<file path="config.mk">
export PLATFORM = sky130hd
export DESIGN_NAME = source_token_scanner
export DESIGN_NICKNAME = d
export VERILOG_FILES = /design/src/hw/rtl/sts_pkg.sv /design/src/hw/rtl/sts_front.sv /design/src/hw/rtl/sts_queue.sv /design/src/hw/rtl/sts_back.sv /design/src/hw/rtl/source_token_scanner.sv
export SDC_FILE = /design/constraint.sdc
export NUM_CORES = 1
export LEC_CHECK = 0
export ABC_AREA = 1
export BUFFER_PORTS_ARGS = -buffer_cell sky130_fd_sc_hd__buf_2
export CORE_MARGIN = 2
export CORE_UTILIZATION = 28
export CTS_CLUSTER_DIAMETER = 50
export CTS_CLUSTER_SIZE = 24
export DETAILED_ROUTE_END_ITERATION = 7
export GPL_TIMING_DRIVEN = 0
export PLACE_DENSITY = 0.54
export SYNTH_ARGS = -nofsm -noshare
export SYNTH_HDL_FRONTEND = slang
export SYNTH_SLANG_ARGS = --single-unit
</file>
<file path="constraint.sdc">
create_clock -name clk -period 8.39 [get_ports clk]
set_input_delay 0.4195 -clock clk [delete_from_list [all_inputs] [get_ports clk]]
set_output_delay 0.4195 -clock clk [all_outputs]
set_load 0.01 [all_outputs]
</file>
<file path="src/hw/rtl/sts_pkg.sv">
// ----------------------------------------------------------------------------
// sts_pkg: shared types and constants of the source token scanner
// event descriptors, queue entry layout, result kind codes, queue depth
// ----------------------------------------------------------------------------
package sts_pkg;

  // result kind codes
  localparam logic [2:0] KIND_SPECIAL  = 3'd0;
  localparam logic [2:0] KIND_STRING   = 3'd1;
  localparam logic [2:0] KIND_NAME     = 3'd2;
  localparam logic [2:0] KIND_END      = 3'd3;
  localparam logic [2:0] KIND_ILLEGAL  = 3'd4;
  localparam logic [2:0] KIND_UNCLOSED = 3'd5;

  // most results one source byte can cause
  localparam int unsigned MAX_EVENTS = 3;

  // entries of the queue between front and back
  localparam int unsigned QUEUE_DEPTH = 4;
  localparam int unsigned QPTR_W      = $clog2(QUEUE_DEPTH);
  localparam int unsigned QCNT_W      = $clog2(QUEUE_DEPTH + 1);

  typedef struct packed {
    logic [2:0] kind;
    logic       has_char;
    logic       tok_start;
    logic       tok_end;
  } sts_event_t;

  // all events with a character carry the same source byte
  typedef struct packed {
    logic [7:0]                  ch;
    logic [1:0]                  count;  // 1 to 3 events
    sts_event_t [MAX_EVENTS-1:0] ev;     // ev[0] goes out first
  } sts_entry_t;

endpackage

</file>
<file path="src/hw/rtl/sts_front.sv">
// ----------------------------------------------------------------------------
// sts_front: byte classifier and scan state
// classifies each accepted byte, updates the scan mode and builds the list
// of token events the byte causes as one queue entry
// ----------------------------------------------------------------------------
module sts_front (
  input  logic               clk,
  input  logic               rst_n,
  input  logic               accept,
  input  logic [7:0]         byte_value,
  input  logic               final_byte,
  output logic               push,
  output sts_pkg::sts_entry_t entry
);

  localparam logic [1:0] MODE_IDLE = 2'd0;
  localparam logic [1:0] MODE_NAME = 2'd1;
  localparam logic [1:0] MODE_STR  = 2'd2;
  localparam logic [1:0] MODE_DROP = 2'd3;

  localparam logic [7:0] CH_SPACE  = 8'h20;
  localparam logic [7:0] CH_LF     = 8'h0A;
  localparam logic [7:0] CH_CR     = 8'h0D;
  localparam logic [7:0] CH_TAB    = 8'h09;
  localparam logic [7:0] CH_LPAREN = 8'h28;
  localparam logic [7:0] CH_RPAREN = 8'h29;
  localparam logic [7:0] CH_LBRACE = 8'h7B;
  localparam logic [7:0] CH_RBRACE = 8'h7D;
  localparam logic [7:0] CH_COMMA  = 8'h2C;
  localparam logic [7:0] CH_SEMI   = 8'h3B;
  localparam logic [7:0] CH_EQUAL  = 8'h3D;
  localparam logic [7:0] CH_COLON  = 8'h3A;
  localparam logic [7:0] CH_DQUOTE = 8'h22;
  localparam logic [7:0] CH_SQUOTE = 8'h27;
  localparam logic [7:0] CH_UNDER  = 8'h5F;

  logic [1:0] mode_r, mode_nxt;
  logic       quote_r, quote_nxt;

  logic       c_space, c_special, c_quote, c_start, c_name;
  logic       idle_v;
  sts_pkg::sts_event_t idle_ev;
  logic [1:0] idle_mode;
  logic       idle_quote;
  logic [7:0] close_q;

  sts_pkg::sts_event_t ev_all [0:3];
  logic [2:0] cnt;
  logic [1:0] mode_mid;

  always_comb begin
    c_space   = (byte_value == CH_SPACE) || (byte_value == CH_LF) ||
                (byte_value == CH_CR) || (byte_value == CH_TAB);
    c_special = (byte_value == CH_LPAREN) || (byte_value == CH_RPAREN) ||
                (byte_value == CH_LBRACE) || (byte_value == CH_RBRACE) ||
                (byte_value == CH_COMMA) || (byte_value == CH_SEMI) ||
                (byte_value == CH_EQUAL) || (byte_value == CH_COLON);
    c_quote   = (byte_value == CH_DQUOTE) || (byte_value == CH_SQUOTE);
    c_start   = (byte_value >= 8'h61 && byte_value <= 8'h7A) ||
                (byte_value >= 8'h41 && byte_value <= 8'h5A) ||
                (byte_value == CH_UNDER);
    c_name    = c_start || (byte_value >= 8'h30 && byte_value <= 8'h39);
    close_q   = quote_r ? CH_SQUOTE : CH_DQUOTE;
  end

  // what a byte does between tokens
  always_comb begin
    idle_v     = 1'b1;
    idle_ev    = '{kind: sts_pkg::KIND_ILLEGAL, has_char: 1'b0,
                   tok_start: 1'b0, tok_end: 1'b0};
    idle_mode  = MODE_DROP;
    idle_quote = quote_r;
    priority if (c_space) begin
      idle_v    = 1'b0;
      idle_mode = MODE_IDLE;
    end else if (c_special) begin
      idle_ev   = '{kind: sts_pkg::KIND_SPECIAL, has_char: 1'b1,
                    tok_start: 1'b1, tok_end: 1'b1};
      idle_mode = MODE_IDLE;
    end else if (c_quote) begin
      idle_ev    = '{kind: sts_pkg::KIND_STRING, has_char: 1'b0,
                     tok_start: 1'b1, tok_end: 1'b0};
      idle_mode  = MODE_STR;
      idle_quote = (byte_value == CH_SQUOTE);
    end else if (c_start) begin
      idle_ev   = '{kind: sts_pkg::KIND_NAME, has_char: 1'b1,
                    tok_start: 1'b1, tok_end: 1'b0};
      idle_mode = MODE_NAME;
    end
  end

  // event list of this byte; at most three survive
  always_comb begin
    for (int i = 0; i < 4; i++) begin
      ev_all[i] = '0;
    end
    cnt       = 3'd0;
    mode_mid  = mode_r;
    quote_nxt = quote_r;
    unique case (mode_r)
      MODE_IDLE: begin
        if (idle_v) begin
          ev_all[cnt[1:0]] = idle_ev;
          cnt = cnt + 3'd1;
        end
        mode_mid  = idle_mode;
        quote_nxt = idle_quote;
      end
      MODE_NAME: begin
        if (c_name) begin
          ev_all[cnt[1:0]] = '{kind: sts_pkg::KIND_NAME, has_char: 1'b1,
                               tok_start: 1'b0, tok_end: 1'b0};
          cnt = cnt + 3'd1;
        end else begin
          // name closes, the byte is then taken as between tokens
          ev_all[cnt[1:0]] = '{kind: sts_pkg::KIND_NAME, has_char: 1'b0,
                               tok_start: 1'b0, tok_end: 1'b1};
          cnt = cnt + 3'd1;
          if (idle_v) begin
            ev_all[cnt[1:0]] = idle_ev;
            cnt = cnt + 3'd1;
          end
          mode_mid  = idle_mode;
          quote_nxt = idle_quote;
        end
      end
      MODE_STR: begin
        if (byte_value == close_q) begin
          ev_all[cnt[1:0]] = '{kind: sts_pkg::KIND_STRING, has_char: 1'b0,
                               tok_start: 1'b0, tok_end: 1'b1};
          mode_mid = MODE_IDLE;
        end else begin
          ev_all[cnt[1:0]] = '{kind: sts_pkg::KIND_STRING, has_char: 1'b1,
                               tok_start: 1'b0, tok_end: 1'b0};
        end
        cnt = cnt + 3'd1;
      end
      default: begin
        // dropping after an error
      end
    endcase
    mode_nxt = mode_mid;
    if (final_byte) begin
      if (mode_mid == MODE_NAME) begin
        ev_all[cnt[1:0]] = '{kind: sts_pkg::KIND_NAME, has_char: 1'b0,
                             tok_start: 1'b0, tok_end: 1'b1};
        cnt = cnt + 3'd1;
      end else if (mode_mid == MODE_STR) begin
        ev_all[cnt[1:0]] = '{kind: sts_pkg::KIND_UNCLOSED, has_char: 1'b0,
                             tok_start: 1'b0, tok_end: 1'b0};
        cnt = cnt + 3'd1;
      end
      // a fourth event (end token) is cut off
      if (cnt != 3'd4 && cnt != 3'd3) begin
        ev_all[cnt[1:0]] = '{kind: sts_pkg::KIND_END, has_char: 1'b0,
                             tok_start: 1'b1, tok_end: 1'b1};
      end
      cnt       = cnt + 3'd1;
      mode_nxt  = MODE_IDLE;
      quote_nxt = 1'b0;
    end
  end

  always_comb begin
    entry.ch    = byte_value;
    entry.count = cnt[2] ? 2'd3 : cnt[1:0];
    entry.ev[0] = ev_all[0];
    entry.ev[1] = ev_all[1];
    entry.ev[2] = ev_all[2];
    push        = accept && (cnt != 3'd0);
  end

  always_ff @(posedge clk) begin
    if (!rst_n) begin
      mode_r  <= MODE_IDLE;
      quote_r <= 1'b0;
    end else if (accept) begin
      mode_r  <= mode_nxt;
      quote_r <= quote_nxt;
    end
  end

endmodule

</file>
<file path="src/hw/rtl/sts_queue.sv">
// ----------------------------------------------------------------------------
// sts_queue: short event queue between front and back
// register based fifo of queue entries, head shown combinationally
// ----------------------------------------------------------------------------
module sts_queue (
  input  logic                clk,
  input  logic                rst_n,
  input  logic                push,
  input  sts_pkg::sts_entry_t push_data,
  input  logic                pop,
  output sts_pkg::sts_entry_t head,
  output logic                empty,
  output logic                full
);

  sts_pkg::sts_entry_t slots_r [0:sts_pkg::QUEUE_DEPTH-1];
  logic [sts_pkg::QPTR_W-1:0] wr_ptr_r, rd_ptr_r;
  logic [sts_pkg::QCNT_W-1:0] count_r, count_nxt;
  logic do_push, do_pop;

  assign empty   = (count_r == '0);
  assign full    = (count_r == sts_pkg::QCNT_W'(sts_pkg::QUEUE_DEPTH));
  assign do_push = push && !full;
  assign do_pop  = pop && !empty;
  assign head    = slots_r[rd_ptr_r];

  always_comb begin
    count_nxt = count_r;
    if (do_push && !do_pop) begin
      count_nxt = count_r + 1'b1;
    end else if (do_pop && !do_push) begin
      count_nxt = count_r - 1'b1;
    end
  end

  always_ff @(posedge clk) begin
    if (do_push) begin
      slots_r[wr_ptr_r] <= push_data;
    end
  end

  always_ff @(posedge clk) begin
    if (!rst_n) begin
      wr_ptr_r <= '0;
      rd_ptr_r <= '0;
      count_r  <= '0;
    end else begin
      if (do_push) begin
        wr_ptr_r <= (wr_ptr_r == sts_pkg::QPTR_W'(sts_pkg::QUEUE_DEPTH - 1)) ?
                    '0 : wr_ptr_r + 1'b1;
      end
      if (do_pop) begin
        rd_ptr_r <= (rd_ptr_r == sts_pkg::QPTR_W'(sts_pkg::QUEUE_DEPTH - 1)) ?
                    '0 : rd_ptr_r + 1'b1;
      end
      count_r <= count_nxt;
    end
  end

endmodule

</file>
<file path="src/hw/rtl/sts_back.sv">
// ----------------------------------------------------------------------------
// sts_back: event sequencer and output register
// walks the events of the head entry, one result per cycle while the output
// is not stalled, into the output register
// ----------------------------------------------------------------------------
module sts_back (
  input  logic                clk,
  input  logic                rst_n,
  input  sts_pkg::sts_entry_t head,
  input  logic                empty,
  output logic                pop,
  output logic                out_valid,
  input  logic                out_ready,
  output logic [7:0]          char_out,
  output sts_pkg::sts_event_t out_ev,
  output logic                last_of_run
);

  logic [1:0] idx_r;
  logic       valid_r;
  logic [7:0] char_r;
  sts_pkg::sts_event_t ev_r;
  logic       last_r;

  logic load;
  logic is_last;
  sts_pkg::sts_event_t cur_ev;

  assign load    = !empty && (!valid_r || out_ready);
  assign cur_ev  = head.ev[idx_r];
  assign is_last = (idx_r == head.count - 2'd1);
  assign pop     = load && is_last;

  always_ff @(posedge clk) begin
    if (!rst_n) begin
      idx_r   <= 2'd0;
      valid_r <= 1'b0;
    end else begin
      if (load) begin
        valid_r <= 1'b1;
        idx_r   <= is_last ? 2'd0 : idx_r + 2'd1;
      end else if (out_ready) begin
        valid_r <= 1'b0;
      end
    end
  end

  always_ff @(posedge clk) begin
    if (load) begin
      ev_r   <= cur_ev;
      char_r <= cur_ev.has_char ? head.ch : 8'd0;
      last_r <= is_last;
    end
  end

  assign out_valid   = valid_r;
  assign char_out    = char_r;
  assign out_ev      = ev_r;
  assign last_of_run = last_r;

endmodule

</file>
<file path="src/hw/rtl/source_token_scanner.sv">
// ----------------------------------------------------------------------------
// source_token_scanner: streaming lexical scanner for source bytes
// turns a byte stream into special, string, name, end and error events
// ----------------------------------------------------------------------------
// The scanner takes one source byte per cycle while its queue is not full
// (tlast marks the last byte of a buffer) and gives zero to three token
// events for it. Plain text with one event or none per byte streams at one
// byte per clock while the output keeps up; the back sequencer sends one
// event per cycle while the output is not stalled. The front classifies the
// byte and keeps the scan state in the same cycle it is taken; a four-entry
// queue lets the front keep accepting while the output is stalled. The first
// event of a byte is written to a queue slot, then loaded into the output
// register. Each buffer restarts between tokens after its end token.
// ----------------------------------------------------------------------------
module source_token_scanner (
  input  logic       clk,
  input  logic       rst_n,
  // input transactions
  input  logic       in_tvalid,
  output logic       in_tready,
  input  logic [7:0] in_tdata,   // [7:0] byte_value
  input  logic       in_tlast,   // final_byte
  // result transactions
  output logic       out_tvalid,
  input  logic       out_tready,
  output logic [7:0] out_tdata,  // [7:0] char_out
  output logic [5:0] out_tuser,  // [2:0] kind, [3] has_char, [4] token_start,
                                 // [5] token_end
  output logic       out_tlast   // last_of_run
);

  logic                accept;
  logic                push;
  sts_pkg::sts_entry_t entry;
  sts_pkg::sts_entry_t head;
  logic                q_empty, q_full;
  logic                pop;
  sts_pkg::sts_event_t out_ev;

  // front waits only on a full queue
  assign in_tready = !q_full;
  assign accept    = in_tvalid && in_tready;

  // classifier and scan state
  sts_front u_front (
    .clk        (clk),
    .rst_n      (rst_n),
    .accept     (accept),
    .byte_value (in_tdata),
    .final_byte (in_tlast),
    .push       (push),
    .entry      (entry)
  );

  // decoupling queue
  sts_queue u_queue (
    .clk       (clk),
    .rst_n     (rst_n),
    .push      (push),
    .push_data (entry),
    .pop       (pop),
    .head      (head),
    .empty     (q_empty),
    .full      (q_full)
  );

  // event sequencer with output register
  sts_back u_back (
    .clk         (clk),
    .rst_n       (rst_n),
    .head        (head),
    .empty       (q_empty),
    .pop         (pop),
    .out_valid   (out_tvalid),
    .out_ready   (out_tready),
    .char_out    (out_tdata),
    .out_ev      (out_ev),
    .last_of_run (out_tlast)
  );

  assign out_tuser = {out_ev.tok_end, out_ev.tok_start, out_ev.has_char, out_ev.kind};

endmodule

</file>
* Word-level counts from Yosys, hierarchy flattened
Memory sizes are Yosys's and may differ from the RTL's. A register that Yosys moved wholly into a read port is not among the register bits.
Cells that the tools add are included.
W data, S select, Z words.
** Operators by class
- Add/subtract/negate cells :: 8
- $mul :: 0
- Divide/modulo/power cells :: 0
- Magnitude comparators :: 11
- Equality and inequality tests :: 27
- Shift-type cells :: 0
- Multiplexer cells :: 55
- Bitwise operators :: 11
- Reductions and logical operators :: 41
** Operators with widths (count)
- $mux W24 :: 5
- $eq A8 B6 Y1 const B :: 9
- $mux W6 :: 9
- $and A16 B16 Y16 :: 2
- $not A16 Y16 :: 2
- $mux W2 :: 15
- $mux W3 :: 9
- $demux W6 S2 :: 2
- $eq A8 B4 Y1 const B :: 3
- $eq A8 B7 Y1 const B :: 3
- $pmux W6 S3 :: 1
- $ge A8 B7 Y1 const B :: 2
- $le A8 B7 Y1 const B :: 2
- $or A16 B16 Y16 :: 1
- $or A8 B8 Y8 :: 2
- $logic_or A1 B1 Y1 :: 15
- $logic_and A1 B1 Y1 :: 14
- $bmux W6 S2 :: 1
- $mux W1 :: 10
- $add A3 B1 Y3 const B :: 3
- $pmux W3 S3 :: 1
- $and A8 B8 Y8 :: 1
- $eq A2 B2 Y1 const B :: 4
- $eq A8 B8 Y1 :: 1
- 23 further kinds :: 36
** Storage, ports and cells
- Register bits :: 28
- Bits in latches :: 0
- Memory bits (writable) :: 112
- Bits in read-only memories :: 0
- Input port bits :: 13
- Memories kept :: 1
** Memory list
- u_queue.slots_r :: words 4, bits a word 28, rd ports 1, clocked after memory_dff 1, write ports 1, RTL line sts_queue.sv:16 : sts_pkg::sts_entry_t slots_r [0:sts_pkg::QUEUE_DEPTH-1];

* Depth between registers and ports, before layout
Gate-level depths: netlist of the first run.
- Depth after elaboration :: 25
- Mapped depth :: 30

* Modules after synthesis
From an unflattened synthesis of the first run, not the netlist that was laid out.
** Unflattened totals
- Cell total of the unflattened synthesis :: 663
- Area, all modules :: 6730.2 um^2
** Modules (own cells, without submodules)
- sts_queue :: times used 1, cells an instance 343, area each 4650.7 um^2
- sts_front :: times used 1, cells an instance 224, area each 1198.6 um^2
- sts_back :: times used 1, cells an instance 93, area each 867.1 um^2
- source_token_scanner :: times used 1, cells an instance 3, area each 13.8 um^2

* Least setup slack after synthesis of the first run
Ideal clock, no wire load.
- Path kind :: input -> register
- Start :: in in_tdata[1]
- End :: mem u_queue.slots_r[0][0] (netlist bit) (enable)
- Setup time :: 0.409 ns
- Arrival time :: 3.533 ns
- Slack :: 4.448 ns
- Cell stages on the path :: 19
- Buffers on the path :: 1
- Cells stage by stage :: buf_6 nor2_1 nand3_1 nand2_1 inv_1 nand2_2 nand3_2 nor2_1 inv_1 ha_1 nand2_1 nand2_1 inv_1 ha_1 nor2_1 a21oi_1 nand3_4 nand2_2 nor2_1
** Between the ends
- Cells in the longest elaborated chain, start to end :: 23
- Elaborated cells on any way between the ends :: 63
** Ends and longest elaborated chain
- start: declaration :: RTL line source_token_scanner.sv:21 : input logic [7:0] in_tdata,
- branches (longest 17 deep; another with $ge A8 B7 Y1)
- $mux W3 (*) :: RTL line sts_front.sv:143 : if (final_byte) begin
- $reduce_bool A3 Y1 (*) :: RTL line sts_front.sv:170 : push = accept && (cnt != 3'd0);
- $logic_and A1 B1 Y1 (*) :: RTL line sts_front.sv:170
- $logic_and A1 B1 Y1 (*) :: RTL line sts_queue.sv:23 : assign do_push = push && !full;
- $mux W1 (*) :: RTL line sts_queue.sv:37 : if (do_push) begin
- $mux W1 (implied by the code) (*) :: RTL line sts_queue.sv:38 : slots_r[wr_ptr_r] <= push_data;
- end: declaration :: RTL line sts_queue.sv:16
Every way passes the cells marked *. The select of a mux whose other input is x is not followed.

* Worst setup path after layout of the first run
- Start :: reg u_front.mode_r[0]
- End :: reg u_queue.count_r[1] (netlist bit)
** Between the ends
- Elaborated cells on any way between the ends :: 23
** RTL lines
- start: declaration :: RTL line sts_front.sv:37 : logic [1:0] mode_r, mode_nxt;
- start signal: assignment :: RTL line sts_front.sv:178 : mode_r <= mode_nxt;
- $eq A2 B2 Y1 (tied with other cells) :: RTL line sts_front.sv:100 : unique case (mode_r)
- $pmux W3 S3 or $pmux W2 S3 (tied branches) :: RTL line sts_front.sv:100
- $add A3 B1 Y3 or $eq A2 B2 Y1 (tied branches) :: RTL line sts_front.sv:147, sts_front.sv:151, sts_front.sv:148
- $mux W3 :: RTL line sts_front.sv:148 : end else if (mode_mid == MODE_STR) begin
- $mux W3 :: RTL line sts_front.sv:144 : if (mode_mid == MODE_NAME) begin
- $mux W3 :: RTL line sts_front.sv:143
- $add A3 B1 Y3 :: RTL line sts_front.sv:158 : cnt = cnt + 3'd1;
- $mux W3 (*) :: RTL line sts_front.sv:143
- $reduce_bool A3 Y1 (*) :: RTL line sts_front.sv:170
- $logic_and A1 B1 Y1 (*) :: RTL line sts_front.sv:170
- $logic_and A1 B1 Y1 (*) :: RTL line sts_queue.sv:23
- named net u_queue.do_push :: RTL line sts_queue.sv:19 : logic do_push, do_pop;
- $logic_and A1 B1 Y1 (*) :: RTL line sts_queue.sv:29 : if (do_push && !do_pop) begin
- $mux W3 (*) :: RTL line sts_queue.sv:29
- named net u_queue.count_nxt (one bit) :: RTL line sts_queue.sv:18 : logic [sts_pkg::QCNT_W-1:0] count_r, count_nxt;
- end signal: assignment :: RTL line sts_queue.sv:56 : count_r <= count_nxt;
- end: declaration :: RTL line sts_queue.sv:18
Mark *: on every way through the listed nets, which the timed path passes. The rest lies on a longest branch. The select of a mux whose other input is x is not followed.
A chain may end at the register's enable or synchronous reset.

==> results of run 1 <==
[placed cells by master, fill, tap and decap left out, drive strengths merged]
cell,synthesis,routed
a21boi,1,1
nand3,36,36
ha,14,14
a22oi,1,1
nor3,2,2
xor2,2,2
a32oi,1,1
clkbuf,19,36
a31oi,1,1
and3,1,1
o2111ai,1,1
nor2,101,101
inv,62,62
o221ai,8,8
a41oi,1,1
o211a,1,1
clkinvlp,0,3
o21ai,60,60
edfxtp,119,119
nand2,93,93
bufinv,0,4
o211ai,5,5
o21bai,1,1
buf,2,31
a21oi,27,27
o31ai,1,1
dfxtp,15,15
clkinv,1,9
o22ai,8,8
nand4,3,3
fa,1,1
[layout make-up]
cell class | instances | share of cell area [%]
clock buffer | 17 | 5.78
timing repair buffer | 29 | 2.11
sequential | 134 | 52.6
clock inverter | 15 | 2.53
tap | 280 | 4.76
multi-input combinational | 370 | 27.7
inverter | 63 | 3.21
buffer | 21 | 1.34
[kinds of logic (layout without fill, tap and decap cells)]
kind of cell	Yosys count	after routing
AO/OA/AOI/OAI	117	117
XOR/XNOR	2	2
adder cells (fa/ha/maj)	15	15
buffers and inverters	84	145
flip-flops	134	134
AND/OR/NAND/NOR	236	236
[worst paths after layout]
| kind | endpoint | slack (ns) | start | depth (start not counted) |
|---|---|---|---|---|
| setup / recovery | u_queue.count_r[1] | 4.37 | u_front.mode_r[0] | 20 |
| hold / removal | u_queue.slots_r[0][21] | 0.25 | in_tdata[1] | 1 |
| setup reg to reg | u_queue.count_r[1] | 4.37 | u_front.mode_r[0] | 20 |
| hold reg to reg | u_front.quote_r | 0.47 | u_front.quote_r | 2 |
[stage by stage]
| stage | cells | power, mW | hold slack [ns] | utilization [%] | instance area (µm²) |
|---|---|---|---|---|---|
| after detailed placement | 897 | 1.60 | 0.460 | 30.9 | 6750 |
| after global routing | 929 | 2.47 | 0.238 | 33.7 | 7360 |
| after global placement | 896 | 1.58 | 0.454 | 30.7 | 6700 |
| after CTS | 929 | 2.36 | 0.237 | 33.7 | 7360 |
| after floorplan | 588 | 1.37 | 0.439 | - | 6210 |
| final | 929 | 2.33 | 0.254 | 33.7 | 7360 |
[state kept, by name, summed over array words and instances (netlist names), 2 cells and up, named ones only]
register,cells
u_queue.slots_r,104
u_back.idx_r,2
u_queue.wr_ptr_r,2
u_back.out_ev,6
u_queue.rd_ptr_r,2
u_front.mode_r,2
u_queue.count_r,3
u_back.char_out,8
[power by group]
part	leakage (nW)	internal, mW	total, mW	switching, mW
logic	1.30	0.195	0.634	0.439
clock network	0.291	0.492	0.760	0.268
registers	1.24	0.903	0.934	0.0313
total	2.82	1.59	2.33	0.739
[per-layer routing]
metal / part of all wire, % / vias to the layer above
met5: 0 / -
met4: 1.1 / 0
met3: 4.5 / 9
met2: 48 / 78
met1: 47 / 1997
li1: - / 2136
==> impl_metrics.tcl, run 1 <==
set metrics [dict create \
    drive_gt1_share_pct 17.3 \
    grt_max_degree 27 \
    root_buffer "clkbuf_16" \
    cts_max_level 4 \
    layout.nets 664 \
    drt_wl_total_um 13700 \
    yosys.area.top_type "edfxtp_1" \
    ys_types 43 \
    synth_top_family_by_area "simple AND/OR/NAND/NOR gates" \
    route.detailed.drc 0 \
    clock_sinks 134 \
    seq_area_um2 3870 \
    die_area_um2 23400 \
    fp-row-count 54 \
    synth_xor_area_share_pct 0.282 \
    syn_inst 588 \
    coreArea_um2 21800 \
    leakage_nw 2.82 \
    critPathBufInv 5 \
    gr-usage-all-layers_pct 12.3 \
    use_met2_pct 19.9 \
    multi_input_area_um2 2040 \
    tightest_slew_ns 0.971 \
    async_flop_share_pct 0 \
    fin_worst_skew_ns 0.0106 \
    path_clk_slew_ns 0.06 \
    use_met3_pct 3.20 \
    vias 4220 \
    post_drt_wl_per_cell_um 14.7 \
    start_util_pct 28.5 \
    critPathKind "flip-flop to flip-flop" \
    num-fill-cells 2176 \
    setup_ws_ns 4.37 \
    insertion_delay_ns 0.42 \
    critical_path_required_ns 8.70 \
    cp-end-kind "flip-flop" \
    critPathLaunchType "flip-flop" \
    critical-path-slowest-cell "dfxtp_1" \
    die_x_um 153 \
    place_hpwl_um 9190 \
    dr.pass1.iters 5 \
    synthFlopType "edfxtp_1" \
    rsz0062_at_grt "no" \
    synth_compound_area_share_pct 11.2 \
    cts-resized-gates 0 \
    synthMuxAreaShare_pct 0 \
    max_stage_delay_ns 0.49 \
    yosys.area.top_type_share_pct 57.5 \
    final-setup-viol-count 0 \
    max_slew_margin_pct 35.0 \
    io_pins 30 \
    grt_pass1_vias 4065 \
    ys_seq_area_share_pct 62.4 \
    top_usage_layer "met2" \
    place_worst_setup_slack_ns 4.08 \
    synth_area_um2 6210 \
    finalWeightedCongestion 0.872 \
    ys_ff_latch 134 \
    cts_buffers 17 \
    synth_nets 616 \
    initialDrtViolationCount 330 \
    syn2layout_area_growth_pct 18.6 \
    fin_crit_sh_pct 47.9 \
    portBuffers 28 \
    use_met1_pct 16.0 \
    netlist_top_cells_area "edfxtp_1 58%, nor2_1 5.7%, dfxtp_1 4.8%" \
    synthAdderAreaFrac_pct 3.14 \
    final.setup.tns_ns 0 \
    grt-ovfl-total 0 \
    min_path_type "input pin to flip-flop" \
    max_clock_freq_ghz 0.249 \
    pwr_density_cell_nw_per_um2 316 \
    avgSynthCellArea_um2 10.6 \
    synth.most_common_cell "edfxtp_1" \
    yosys.area_share.simple_pct 17.6 \
    yosys-top-cells-count "119 x edfxtp_1, 95 x nor2_1, 74 x nand2_1" \
    path_cells "inv_1, nor2_2, nand3_2, nor2_1, inv_1, ha_1, nand2_1, nand2_1, inv_1, ha_1, nor2_1, a21oi_1, nand3_4, nand2_2, inv_1, ha_1, inv_1, fa_1, o21ai_0, a21oi_1" \
    yosys_warnings 0 \
    cp_common_cell "inv_1" \
    cap_violations 0 \
    crit_arrival_ns 4.33 \
    ant_nets 0 \
    crit_family "simple AND/OR/NAND/NOR gates" \
    antenna_found_initial 0 \
    peakVddDrop_mv 0.112 \
    grt_pass1_wl_um 22000 \
    die_h_um 153 \
    crit_path_max_fanout 7 \
    clockBufferDepth 2 \
    maxSlewViolCount 0 \
    post-cts-setup-buffer-count 0 \
    post-route-min-period_ns 4.02 \
    synth_edf_count 119 \
    cts_tree "yes" \
    num_antenna_cells 0 \
    cts_hold_buf 0 \
    final-hold-violation-count 0 \
    status "finished, final reports clean" \
    viasPerCell 4.54 \
]
(Power assumes the default switching activity.)
==> inputs of run 2 (changes only) <==
clock period = 4.1 ns   (was 8.39 ns; I/O delays follow)
==> run 2 against run 1 <==
Effect of this change:
- setup slack lost 3.9 ns
- via count grew 0.92%
- largest power group unchanged
- sequential cell count is the same
==> impl_metrics.tcl, run 2 (synthesized netlist as in run 1, its figures left out) <==
set metrics [dict create \
    final.setup.tns_ns 0 \
    cp-end-kind "flip-flop" \
    fin_cells 929 \
    cts_tree "yes" \
    cts_max_level 4 \
    r2r_slack_ns 0.44 \
    layout.nets 664 \
    rsz0062_at_grt "no" \
    insertion_delay_ns 0.42 \
    root_buffer "clkbuf_16" \
    post_drt_wl_per_cell_um 14.8 \
    place_inst 897 \
    portBuffers 28 \
    final_cell_mix "119 x edfxtp_1, 90 x nor2_1, 74 x nand2_1, 58 x o21ai_0, 54 x inv_1" \
    fin_worst_skew_ns 0.00924 \
    gr-usage-all-layers_pct 12.3 \
    die_x_um 153 \
    largest_reg_flops 104 \
    route.detailed.drc 0 \
    crit_path_max_fanout 8 \
    grt_max_degree 27 \
    die_area_um2 23400 \
    vias 4259 \
    finalWeightedCongestion 0.872 \
    status "finished, final reports clean" \
    peakVddDrop_mv 0.232 \
    maxSlewViolCount 0 \
    post-cts-setup-buffer-count 0 \
    place_hpwl_um 9190 \
    critical-path-slowest-cell "fa_1" \
    cap_violations 0 \
    viasPerCell 4.58 \
    num-fill-cells 2172 \
    initialDrtViolationCount 350 \
    max_clock_freq_ghz 0.273 \
    max_slew_margin_pct 34.3 \
    final-hold-violation-count 0 \
    coreArea_um2 21800 \
    path_cells "clkbuf_2, nor2_2, nand2_1, nand3_1, inv_2, ha_1, nand2_1, nand2_1, inv_1, ha_1, nor2_1, a21oi_2, nand3_4, nand2_2, inv_1, ha_1, inv_1, fa_1, nor2_1, nor2_1, nand2_1, o21ai_0, a21oi_1" \
    io_pins 30 \
    fp-row-count 54 \
    placed_area_um2 6750 \
    start_util_pct 28.5 \
    tightest_slew_ns 0.981 \
    grt-ovfl-total 0 \
    ant_nets 0 \
    dr.pass1.iters 4 \
    num_antenna_cells 0 \
    max_stage_delay_ns 0.43 \
    post-route-min-period_ns 3.66 \
    path_clk_slew_ns 0.06 \
    critPathLaunchType "flip-flop" \
    fin_area_um2 7380 \
    critical_path_required_ns 4.45 \
    critPathKind "flip-flop to flip-flop" \
    pwr_density_cell_nw_per_um2 648 \
    grt_pass1_wl_um 22000 \
    die_h_um 153 \
    grt_pass1_vias 4065 \
    clockBufferDepth 2 \
    final-setup-viol-count 0 \
    drt_wl_total_um 13800 \
    fin_crit_sh_pct 89.3 \
    cp_common_cell "nand2_1" \
    crit_arrival_ns 4.01 \
    leakage_nw 2.83 \
    antenna_found_initial 0 \
    cts_buffers 17 \
    drive_gt1_share_pct 17.7 \
    largest_register "u_queue.slots_r" \
    syn2layout_area_growth_pct 18.8 \
    final_common_cell "edfxtp_1" \
    min_path_type "input pin to flip-flop" \
    clock_sinks 134 \
]
==> run 2: cell type report <==
cell class | instances | area (µm²) | share of cell area, %
multi-input cells | 370 | 2050 | 27.8
inverters | 63 | 236 | 3.21
clock buffers | 17 | 425 | 5.77
repair buffers | 29 | 155 | 2.10
plain buffers | 21 | 98.8 | 1.34
well taps | 280 | 350 | 4.75
flip-flops and latches | 134 | 3870 | 52.5
clock inverters | 15 | 186 | 2.53
==> run 2: worst paths after layout <==
kind                      from                      to  depth (start not counted)
max          u_front.mode_r[1]      u_queue.count_r[2]                         23
min                in_tdata[1]  u_queue.slots_r[1][21]                          1
max reg2reg  u_front.mode_r[1]      u_queue.count_r[2]                         23
min reg2reg    u_front.quote_r         u_front.quote_r                          2
==> run 2: repair_timing <==
action                                  in CTS  in global routing
hold buffers                                 0                  0
resized for setup                            0                  4
endpoints found under the setup margin       0                106
==> run 2: through the flow <==
step                      worst slack [ns]  util (%)  hold slack, ns  total power [mW]
after floorplan                      0.321         -           0.304              2.80
after global routing                0.0703      33.8          0.0234              5.07
final                                0.438      33.8          0.0419              4.78
after detailed placement         -0.000115      30.9           0.460              3.27
after CTS                           0.0884      33.7          0.0226              4.84
after global placement               -1.20      30.7           0.454              3.23
==> run 2: critical path, delay by kind of cell (launching register included) <==
family | cells | cell delay [ns]
and+or+nand+nor | 11 | 1.37
adders and majority gates | 4 | 1.12
DFF | 1 | 0.29
AOI/OAI and AO/OA | 3 | 0.28
buffers and inverters | 5 | 0.51
==> run 2: report_power, final <==
part	internal [mW]	leakage [nW]	switching (mW)
clock network	1.01	0.291	0.556
registers	1.85	1.24	0.0639
logic	0.400	1.30	0.901
total	3.25	2.83	1.52
==> run 2: per-layer routing <==
layer	routed length [µm]	track usage, %
met1	6410	16.0
met5	0	0
met2	6580	19.9
met3	606	3.20
met4	174	4.59
==> inputs of run 3 (changes only) <==
CORE_MARGIN = 5   (was 2)
RECOVER_POWER = 50   (was default)
==> run 3 against run 2 <==
Effect of this change:
- sequential power about the same
- critical path depth stayed put
- combinational power down 4%
- cell area decreased by 1.4%
- global-route usage down 0.75 points
- final cell count is 0.11% higher
- clock skew shrank 0.0024 ns
- sequential cell count stayed put
- power fell by 3.2%
- largest power group unchanged
==> impl_metrics.tcl, run 3 (synthesized netlist as in run 1, its figures left out) <==
set metrics [dict create \
    max_clock_freq_ghz 0.273 \
    clock_sinks 134 \
    critPathLaunchType "flip-flop" \
    root_buffer "clkbuf_16" \
    start_util_pct 28.5 \
    largest_reg_flops 104 \
    viasPerCell 4.57 \
    post-cts-setup-buffer-count 0 \
    num-fill-cells 2214 \
    post-route-min-period_ns 3.66 \
    grt-ovfl-total 0 \
    place_inst 898 \
    fin_worst_skew_ns 0.00681 \
    post_drt_wl_per_cell_um 15.2 \
    cts_hold_buf 0 \
    fin_cells 930 \
    status "finished, final reports clean" \
    cts-resized-gates 0 \
    leakage_nw 2.73 \
    antenna_found_initial 0 \
    fp-row-count 54 \
    p_clk_share_pct 31.4 \
    cap_violations 0 \
    max_stage_delay_ns 0.43 \
    fin_crit_sh_pct 89.4 \
    crit_arrival_ns 4.01 \
    die_x_um 159 \
    critical_path_required_ns 4.45 \
    num_antenna_cells 0 \
    crit_path_max_fanout 8 \
    route.detailed.drc 0 \
    cts_max_level 4 \
    rsz0062_at_grt "no" \
    final.setup.tns_ns 0 \
    insertion_delay_ns 0.42 \
    largest_register "u_queue.slots_r" \
    die_area_um2 25300 \
    dr.pass1.iters 4 \
    gr-usage-all-layers_pct 11.6 \
    placed_area_um2 6770 \
    cts_buffers 17 \
    initialDrtViolationCount 290 \
    critPathKind "flip-flop to flip-flop" \
    switching_share_pct 33.0 \
    tightest_slew_ns 0.990 \
    finalWeightedCongestion 0.829 \
    drive_gt1_share_pct 12.2 \
    min_path_type "input pin to flip-flop" \
    finalCoreUtilization_pct 33.3 \
    power_frac_comb_pct 27.1 \
    peakVddDrop_mv 0.214 \
    cts_tree "yes" \
    final_cell_mix "119 x edfxtp_1, 92 x nor2_1, 76 x nand2_1, 59 x o21ai_0, 55 x inv_1" \
    path_cells "clkbuf_2, nor2_2, nand2_1, nand3_1, inv_2, ha_1, nand2_1, nand2_1, inv_1, ha_1, nor2_1, a21oi_2, nand3_4, nand2_2, inv_1, ha_1, inv_1, fa_1, nor2_1, nor2_1, nand2_1, o21ai_0, a21oi_1" \
    portBuffers 28 \
    place_hpwl_um 9450 \
    io_pins 30 \
    final-setup-viol-count 0 \
    pwr_density_cell_nw_per_um2 636 \
    syn2layout_area_growth_pct 17.1 \
    ant_nets 0 \
    p_int_mw 3.10 \
    critPathBufInv 5 \
    pwr-share-seq_pct 41.5 \
    cp-end-kind "flip-flop" \
    cp_common_cell "nand2_1" \
    grt_pass1_vias 4312 \
    path_clk_slew_ns 0.06 \
    max_slew_margin_pct 33.7 \
    die_h_um 159 \
    crit_family "simple AND/OR/NAND/NOR gates" \
    final-hold-violation-count 0 \
    fin_area_um2 7270 \
    coreArea_um2 21800 \
    clockBufferDepth 2 \
    grt_pass1_wl_um 23300 \
    netSwitchingPower_mw 1.52 \
    drt_wl_total_um 14100 \
    grt_max_degree 27 \
    vias 4253 \
    layout.nets 665 \
    maxSlewViolCount 0 \
    critical-path-slowest-cell "fa_1" \
    final_common_cell "edfxtp_1" \
]
run 3: changes by cell type in the layout (fill, tap and decap cells not counted), sizes merged:
| cell | previous run | this run |
|---|---|---|
| clkinvlp | 3 | 2 |
| buf | 31 | 7 |
| clkbuf | 36 | 64 |
| bufinv | 4 | 2 |
run 3: power groups by stage:
stage | Clock, mW | Combinational [mW] | Sequential, mW
global placement | 0 | 1.28 | 1.95
finish | 1.45 | 1.25 | 1.92
detailed placement | 0 | 1.34 | 1.94
CTS | 1.48 | 1.34 | 1.92
global route | 1.55 | 1.45 | 1.94
floorplan | 0 | 0.812 | 1.99
run 3: per-layer routing:
layer  track usage, %  up-vias  share of wire [%]
li1                 -     2132                  -
met1             14.8     2021                 45
met2             18.7       77                 48
met3             3.03       23                5.0
met4             4.85        0                2.3
met5                0        -                  0
run 3: worst paths after layout:
kind / endpoint / depth (start not counted) / start / slack (ns)
worst max-delay path: u_queue.count_r[2] / 23 / u_front.mode_r[1] / 0.44
worst min-delay path: u_queue.slots_r[1][21] / 1 / in_tdata[1] / 0.12
worst max register to register: u_queue.count_r[2] / 23 / u_front.mode_r[1] / 0.44
worst min register to register: u_front.quote_r / 2 / u_front.quote_r / 0.46
run 3: layout make-up:
cell class / count / area, µm² / area share (%)
Sequential cell: 134 / 3870 / 53.3
Clock buffer: 20 / 437 / 6.01
Buffer: 21 / 97.6 / 1.34
Tap cell: 280 / 350 / 4.82
Timing Repair Buffer: 30 / 134 / 1.84
Clock inverter: 12 / 130 / 1.79
Inverter: 63 / 236 / 3.25
Multi-Input combinational cell: 370 / 2010 / 27.7
run 3: per-stage QoR:
stage / hold slack, ns / setup WS [ns] / power, mW
final: 0.124 / 0.436 / 4.62
after global routing: 0.125 / 0.0519 / 4.94
after CTS: 0.0236 / 0.139 / 4.74
after detailed placement: 0.457 / 0.0891 / 3.28
after global placement: 0.454 / -1.24 / 3.24
after floorplan: 0.304 / 0.321 / 2.80
